===== config.mk =====
export PLATFORM = sky130hd
export DESIGN_NAME = dq_ram
export DESIGN_NICKNAME = d
export VERILOG_FILES = /design/src/hdl/dq_pkg.sv /design/src/hdl/dq_ram.sv
export SDC_FILE = /design/constraint.sdc
export NUM_CORES = 2
export LEC_CHECK = 0
export BUFFER_PORTS_ARGS = -buffer_cell sky130_fd_sc_hd__buf_2
export CORE_UTILIZATION = 51
export DETAILED_ROUTE_END_ITERATION = 8
export MAX_ROUTING_LAYER = met4
export PLACE_DENSITY = 0.69
export SLEW_MARGIN = 20
export SYNTH_ARGS = -nofsm -noshare
export SYNTH_HDL_FRONTEND = slang
export SYNTH_SLANG_ARGS = --single-unit

===== constraint.sdc =====
create_clock -name clock -period 6.4 [get_ports clock]
set_input_delay 0.64 -clock clock [delete_from_list [all_inputs] [get_ports clock]]
set_output_delay 0.64 -clock clock [all_outputs]
set_load 0.005 [all_outputs]

===== src/hdl/dq_pkg.sv =====
// Shared types, constants and helpers for the double-ended queue.
// Used by dq_ram and double_ended_queue; depends on nothing else.
package dq_pkg;

   // Capacity and derived widths
   localparam int DEPTH  = 64;
   localparam int ADDR_W = (DEPTH > 1) ? $clog2(DEPTH) : 1;
   localparam int CNT_W  = $clog2(DEPTH + 1);
   localparam int SUM_W  = ADDR_W + 1;
   localparam int IDX_W  = 8;
   localparam int CMP_W  = (CNT_W > IDX_W) ? CNT_W : IDX_W;
   localparam int WORD_W = 64;
   localparam int CMD_W  = 3;
   localparam int OCNT_W = 7;

   // Command codes
   localparam logic [CMD_W-1:0] CMD_PUSH_BACK  = 3'd0;
   localparam logic [CMD_W-1:0] CMD_PUSH_FRONT = 3'd1;
   localparam logic [CMD_W-1:0] CMD_POP_BACK   = 3'd2;
   localparam logic [CMD_W-1:0] CMD_POP_FRONT  = 3'd3;
   localparam logic [CMD_W-1:0] CMD_READ       = 3'd4;
   localparam logic [CMD_W-1:0] CMD_CLEAR      = 3'd5;

   typedef struct packed {
      logic [CMD_W-1:0]  command;
      logic [WORD_W-1:0] value;
      logic [IDX_W-1:0]  index;
   } req_type;

   typedef struct packed {
      logic [WORD_W-1:0] data;
      logic [OCNT_W-1:0] count;
      logic              miss;
      logic              refused;
   } rsp_type;

   // Physical slot at a logical offset from the head; the sum stays below 2*DEPTH
   function automatic logic [ADDR_W-1:0] slot_at(input logic [ADDR_W-1:0] head,
                                                 input logic [CNT_W-1:0]  offset);
      logic [SUM_W-1:0] sum;
      sum = SUM_W'(head) + SUM_W'(offset);
      if (sum >= SUM_W'(DEPTH)) begin
         sum = sum - SUM_W'(DEPTH);
      end
      return sum[ADDR_W-1:0];
   endfunction

endpackage


===== src/hdl/dq_ram.sv =====
// Word storage of the queue: one write port, one registered read port.
// Depends on dq_pkg for DEPTH and widths.
module dq_ram
   import dq_pkg::*;
(
   input  logic              clock,
   input  logic              wr_en,
   input  logic [ADDR_W-1:0] wr_addr,
   input  logic [WORD_W-1:0] wr_data,
   input  logic              rd_en,
   input  logic [ADDR_W-1:0] rd_addr,
   output logic [WORD_W-1:0] rd_data
);

   logic [WORD_W-1:0] mem [DEPTH];
   logic [WORD_W-1:0] rd_data_ff;

   // Write the pushed word
   always_ff @(posedge clock) begin
      if (wr_en) begin
         mem[wr_addr] <= wr_data;
      end
   end

   // Register the read word; it appears in the cycle after its address
   always_ff @(posedge clock) begin
      if (rd_en) begin
         rd_data_ff <= mem[rd_addr];
      end
   end

   assign rd_data = rd_data_ff;

endmodule


==> results.cfg <==
[timing]
final.period_utilization = 0.477
rsz0062_at_grt = no
fmax_mhz = 328
min_period_ns = 3.05
max_slew_margin = 0.200
timing_hold_violations_final = 0
final.setup.tns_ns = 0
drv_slew = 0
fin_skew_ns = 0.0748
setup_viol = 0
fin_hold_ws_ns = 0.0824
tightest_slew_ns = 1.20

[yosys]
synth-edff-count = 4160
ys_seq_elements = 4160
synth_nets = 6677
synthXorXnorAreaFrac = 0
yosysWarnings = 0
syn_inst = 6598
synth_area_mm2 = 0.157
synth_compound_area_frac = 0.0247
yosysUniqueCellTypes = 32
synth_top_family_by_area = multiplexers
ys.flop_type = edfxtp_1
avgSynthCellArea_um2 = 23.8
synth.yosys.seq_area_share = 0.796
yosys.area_share.adder = 0
synthArstFlopShare = 0
synth_simple_gate_area_frac = 0.0123
synth_mux_area_frac = 0.156

[place]
dp_hpwl_um = 224000
dp_cells = 10700
dpl_cell_area_mm2 = 0.164
gp_congestion = 0.810
portBuffers = 142

[detailed_routing]
num_vias = 76400
totalWireLength_um = 423000
first_iter_violations = 11100
routed_via_density = 6.68
wl_met1_um = 157000
drc = 0
post_drt_wl_per_cell_um = 36.9
wl_met2_um = 205000
highest_layer = met4
wl_met3_um = 46000
first_pass_iters = 5
drtAntennaViolNets = 0

[global_route]
grt.overflow.total = 0
antenna_found_initial = 39
grt_usage = 0.282
grt_max_degree = 114
first_global_vias = 76300
grt_pass1_wl_um = 590000

[pwr]
intPower_w = 0.0447
clkPwrFrac = 0.420
p_per_area_mw_per_mm2 = 320
vdd_drop_max_v = 0.000301
seqPwrFrac = 0.536
combinationalPowerShare = 0.044
cellLeakagePower_nw = 55.0
swShare = 0.211
switchingPower_w = 0.0120

[floorplanning]
fp.dieH_um = 557
ios = 143
coreArea_mm2 = 0.306
fp.dieArea_mm2 = 0.310
die_w_um = 557
placementRows = 203
initial_utilization = 0.513

[worst_setup_path]
critical_path_required_ns = 7.07
cp_slowest_cell = nor2b_4
end_kind = register
critical-path-max-stage-delay_ns = 0.84
critical_path_class = input port to register
cp_max_fo = 65
cp_cell_sequence = buf_2 > nor2b_4 > buf_12 > a22oi_1 > and3_1 > a211oi_1
arrival_ns = 3.72
start_kind = input port

[outcome]
status = finished clean

[clock_network]
post_cts_buffers = 0
cts_buffer_depth = 4
cts_root_buf = clkbuf_16
cts_tree = done
clock-sinks = 4160
cts.clk_slew.worst_paths_ns = 0.06
clkLatencyLatePin_ns = 0.99
hold_buffers = 0
cts_buffers = 403
htree_levels = 5
cts-resized-gates = 0

[job]
cap_viol_max_count = 0

[finish]
n_fill_cell = 21300
multi_input_area_mm2 = 0.0308
layout-drive-gt1-share = 0.280
area_delta_synth_final_pct = 12.9
seq_area_mm2 = 0.125
fin_cells = 11400
fin_area_mm2 = 0.177
nNetsFinal = 7061

[hold_path]
hp-class = input port to register
[cell families after synthesis]
kind of cell           Yosys count
AOI/OAI and AO/OA              504
buffers and inverters          389
DFF                           4160
muxes                         1159
and+or+nand+nor                386
[area by class of cell]
type	instances	area share
Tap cell	4100	0.0289
Multi-Input combinational cell	2049	0.174
Antenna cell	27	0.000381
Inverter	19	0.000402
Clock inverter	257	0.0156
Clock buffer	483	0.0590
Timing Repair Buffer	349	0.0171
Sequential cell	4160	0.705
[cell usage in the layout (no fill, tap or decap), types with 19 or more instances in the layout]
cell / count
nand2_1: 55
edfxtp_1: 4160
buf_2: 124
o22ai_1: 83
diode_2: 27
bufinv_16: 45
a211oi_1: 63
nand3_1: 45
o221ai_1: 38
nor2b_1: 24
clkbuf_1: 77
a22oi_1: 168
mux4_2: 1024
mux2i_1: 135
inv_1: 19
clkinv_1: 99
nor2_4: 65
buf_12: 52
or2_2: 28
nor2_1: 47
a2bb2oi_1: 19
clkbuf_16: 406
a22o_1: 88
a41oi_1: 26
or3_1: 29
and3_1: 64
clkinv_2: 72
buf_4: 167
[sequential cells by signal, indices dropped and copies added, names as in the netlist]
signal   flops
mem       4096
rd_data     64
[per-layer routing]
layer / vias up / GRT usage
li1: 29300 / -
met1: 41400 / 0.380
met2: 4958 / 0.438
met3: 768 / 0.0543
met4: 0 / 0.0933
met5: - / -
[power by group through the flow]
stage | clock network (W) | registers, W | logic [W]
after detailed placement | 0 | 0.0309 | 0.00251
after global routing | 0.0250 | 0.0303 | 0.00264
after floorplan | 0 | 0.0309 | 0.00141
after global placement | 0 | 0.0309 | 0.00245
final | 0.0238 | 0.0303 | 0.00252
after CTS | 0.0240 | 0.0304 | 0.00251
[path summary, 6_finish.rpt]
path,end,cells past startpoint,startpoint,slack [ns]
worst max-delay path,rd_data[11],6,rd_addr[3],3.35
worst max register to register,rd_data[36],5,mem[58][36],4.23
worst min register to register,rd_data[2],4,mem[47][2],0.92
worst min-delay path,mem[19][57],1,wr_data[57],0.08
[critical path: cells and delay by family]
family / cells / cell delay (ns)
compound gates: 2 / 0.70
buf+inv: 2 / 1.07
simple gates: 2 / 1.07
[Yosys cell counts, drive strengths merged, types with 19 or more instances]
cell type / n / share of area
nor2b: 28 / 0.0011
a22o: 88 / 0.0049
inv: 19 / 0.00045
a22oi: 168 / 0.0080
or2: 28 / 0.0011
edfxtp: 4160 / 0.80
buf: 230 / 0.0080
a211oi: 63 / 0.0030
nand2: 58 / 0.0014
clkbuf: 140 / 0.0033
nand3: 45 / 0.0014
o22ai: 83 / 0.0033
and3: 64 / 0.0026
a2bb2oi: 19 / 0.0011
nor2: 112 / 0.0027
o221ai: 38 / 0.0021
mux2i: 135 / 0.0086
mux4: 1024 / 0.15
or3: 29 / 0.0012
a41oi: 26 / 0.0015
[stage by stage]
stage / setup slack, ns / total power, W / util
after floorplan: 0.324 / 0.0323 / -
after global placement: 2.47 / 0.0334 / 0.535
after detailed placement: 2.42 / 0.0334 / 0.535
after CTS: 3.36 / 0.0569 / 0.578
after global routing: 3.31 / 0.0580 / 0.579
final: 3.35 / 0.0567 / 0.579
No activity file was read; power rests on OpenSTA's default activity.
